[config.mk]
export PLATFORM = sky130hd
export DESIGN_NAME = lcas_ram
export DESIGN_NICKNAME = d
export VERILOG_FILES = /design/src/sv/lcas_ram.sv
export SDC_FILE = /design/constraint.sdc
export NUM_CORES = 2
export LEC_CHECK = 0
export BUFFER_PORTS_ARGS = -buffer_cell sky130_fd_sc_hd__buf_2
export CAP_MARGIN = 20
export CORE_ASPECT_RATIO = 0.7
export CORE_UTILIZATION = 45
export CTS_CLUSTER_SIZE = 10
export DETAILED_ROUTE_END_ITERATION = 6
export MAX_ROUTING_LAYER = met4
export PLACE_DENSITY_LB_ADDON = 0.08
export SLEW_MARGIN = 20
export SYNTH_ARGS = -nofsm -noshare
export SYNTH_HDL_FRONTEND = slang
export SYNTH_SLANG_ARGS = --single-unit
[constraint.sdc]
create_clock -name clock -period 8.3 [get_ports clock]
set_input_delay 0.415 -clock clock [delete_from_list [all_inputs] [get_ports clock]]
set_output_delay 0.415 -clock clock [all_outputs]
set_load 0.05 [all_outputs]
[src/sv/lcas_ram.sv]
// Generic simple dual-port RAM: one write port, one read port, registered read.
// No dependencies.
module lcas_ram #(
   parameter int DATA_W = 64,
   parameter int DEPTH  = 64
) (
   input  logic                     clock,
   input  logic                     wr_en,
   input  logic [$clog2(DEPTH)-1:0] wr_addr,
   input  logic [DATA_W-1:0]        wr_data,
   input  logic [$clog2(DEPTH)-1:0] rd_addr,
   output logic [DATA_W-1:0]        rd_data
);

   logic [DATA_W-1:0] mem [DEPTH];
   logic [DATA_W-1:0] rd_data_ff;

   always_ff @(posedge clock) begin
      if (wr_en) begin
         mem[wr_addr] <= wr_data;
      end
      rd_data_ff <= mem[rd_addr];
   end

   assign rd_data = rd_data_ff;

endmodule

---- Word-level counts from Yosys, hierarchy flattened ----
Memory sizes are Yosys's and may differ from the RTL's. A register that Yosys moved wholly into a read port is not among the register bits.
Index checks and enable logic that the tools add are counted.
operators by class
  mux-type cells .......................... 2
operators by type and width
  kind               number
  1-bit two-way mux  2
word-level totals
  bits in writable memories ............... 4,096
  memories kept ........................... 1
  output and inout port bits .............. 64
  word-level logic and storage cells ...... 3
  register bits ........................... 0
memories
  name  words  bits a word  read ports  clocked after Yosys merged registers in  wr ports  RTL line  RTL
  mem   64     64           1           1                                        1         15        logic [DATA_W-1:0] mem [DEPTH];

---- Longest topological paths before layout ----
  depth in word-level cells ............... 2
  depth in mapped cells ................... 9
  gate-level depth less buffers ........... 5

---- Worst setup path after synthesis ----
No wires, ideal clock.
  path kind ............................... input port to flip-flop
  start point ............................. input port wr_addr[3]
  end point ............................... memory mem[48][0], enable pin
  slack ................................... 2.449 ns
  arrival ................................. 5.287 ns
  required time ........................... 7.736 ns
  setup time .............................. 0.564 ns
  stages on the path ...................... 4
  path through ............................ clkbuf_1 nor2b_1 nand4b_1 nor3_1
RTL lines
  what             RTL line  RTL
  start, declared  9         input logic [$clog2(DEPTH)-1:0] wr_addr,
  end, declared    15
No word-level cell before the write port.

==> metrics <==
synthesis-to-layout area growth 13.1%; buffer count from post-CTS setup fixing 0; GRT Util Overall 27.3%; vias in the first global route 75902; Worst Max-Slew Pin Slew about 1.2 ns; Required @ worst endpoint about 9.1 ns; Final Instance Area 177000 um2; total CTS buffers 460; flop2flop setup slack 5.69 ns; Die Outline Area around 350000 um2; grt total ovfl 0; placer congestion estimate 0.793; Slew HR 18.6%; CTS Buffer Depth 4; crit path max fanout 51; initial antenna violation count 41; DR vias 76192; minimum clock period 3.34 ns; number of port buffers 141; RSZ-0062 raised after global routing false; final worst path period share 40.2%; Routed Antenna Nets 1; Pwr Total approximately 44 mW; Clock Sinks 4160; Post-synth top flop edfxtp_1; Pleak 54.7 nW; Slowest-stage cell, CP a211oi_1; Worst path most repeated cell buf_4; syn avg cell area ~24 um2; area of the core between 300000 and 400000 um2; Initial DRT Pass Iterations 5; kind of critical path input pin to flop; Critical Path Max Stage Delay 0.89 ns; clk_lat worst skew 0.98 ns; final hold viol count 0; filler cell count 26953; final wirelength 465 mm; first-pass GRT wire length 638 mm; Max VDD drop roughly 270 uV; Cell Pwr Density 248 nW/um2; Yosys reg bits roughly 4200; CTS Hold Buffers Added 1; fin cells 11921; Worst-path clk slew 0.06 ns; status finished, violations left; Worst setup SP type input pin; sequential-to-total area share from yosys stat 79.5%; HPWL Detailed about 250 mm; H-tree Lvls 5; class of the worst hold path input pin to flop; Worst path top cell family by delay buffers and inverters; boundary pin count 142; residual DRC count 0; Post-synth EDFFs 4096; Initial Util a little under half; post-synthesis async set-or-reset flop share 0%; violated checks antenna rules; Vias per Instance 6.39; Gates resized, CTS repair 0; post-synth net total 6676; critical-path cell list buf_8, buf_4, buf_4, mux4_2, nor2b_1, a211oi_1, o22ai_1, and3_1; WL per Instance 39.0 um; WP data arrival 4.15 ns; CTS root buffer clkbuf_16; Syn. warnings 0; Syn Inst Count about 6600; Area after DPL 164000 um2; most common cell after layout, fill and taps aside edfxtp_1; post-synthesis instance area 156000 um2; Inst Count DP 11137; nature of the critical path endpoint flop; Core Rows 180; commonest non-fill, non-tap cells in the layout 4096 x edfxtp_1, 1024 x mux4_2, 465 x clkbuf_16, 266 x clkbuf_1, 224 x buf_4; DRT iter0 DRCs 10107; sequential cell area about 120000 um2; CTS tree done; Final Max Tran Viols 0; area of the multi-input gates around 30000 um2; FMAX between 200 and 300 MHz; nets@finish just over 7000; Netlist cell types 33; chip width 707 um; TNS Setup 0 ns; Setup Skew 0.0581 ns; share of layout cells above drive strength 1 27.0%; Final setup viols 0; worst path bufs/invs 3; Max Cap Viol 0; Die H 495 um; largest net degree at the start of global routing 112
-- routing by layer --
| metal | GRT usage [%] | wire length (um) | vias up |
|---|---|---|---|
| li1 | - | - | 29447 |
| met1 | 41.0 | 204000 | 42578 |
| met2 | 40.1 | 211000 | 3547 |
| met3 | 4.12 | 39100 | 620 |
| met4 | 5.74 | 10000 | 0 |
| met5 | - | 0 | - |
-- cells in the mapped netlist, drive strengths merged, types with 38 or more instances --
cell	n	share of area, %
edfxtp	4096	79
mux4	1024	15
buf	230	0.80
a22oi	168	0.81
clkbuf	140	0.34
mux2i	135	0.86
nor2	112	0.27
a22o	88	0.49
o22ai	83	0.33
and3	64	0.26
dfxtp	64	0.82
a211oi	63	0.30
nand2	58	0.14
nand3	45	0.14
o221ai	38	0.21
-- logic make-up after synthesis --
family / after synthesis / share of synthesized area (%)
compound gates: 504 / 2.48
buf+inv: 389 / 1.18
flops: 4160 / 79.5
mux: 1159 / 15.6
simple gates: 386 / 1.24
-- where the power goes --
group	switching [mW]	internal, mW
Sequential	0.102	23.3
Clock	7.93	10.3
Combinational	1.47	0.729
Total	9.49	34.3
-- cell type report --
cell class,instances,share of cell area (%)
diodes,17,0.0241
clock buffers,733,7.16
clock inverters,18,0.153
inverters,19,0.0403
multi-input cells,2049,17.4
flip-flops and latches,4160,70.3
well taps,4550,3.22
repair buffers,375,1.70
-- registers in the layout, indices dropped and copies added (netlist names) --
register,flops
rd_data,64
mem,4096
-- path summary, 6_finish.rpt --
| kind | startpoint | endpoint | depth (start not counted) |
|---|---|---|---|
| min reg2reg | mem[46][63] | rd_data[63] | 4 |
| max | rd_addr[1] | rd_data[32] | 8 |
| min | wr_data[36] | mem[9][36] | 1 |
| max reg2reg | mem[11][32] | rd_data[32] | 5 |
-- per-stage QoR --
step                worst slack (ns)  util (%)  hold slack [ns]
CTS                             5.03      51.2           0.0737
detailed placement              4.04      47.5            0.839
global placement                3.98      47.4            0.826
global route                    4.98      51.3          0.00555
floorplan                       2.45         -            0.514
finish                          4.96      51.3          0.00945
Note: power is estimated with default switching activity, not from simulation.
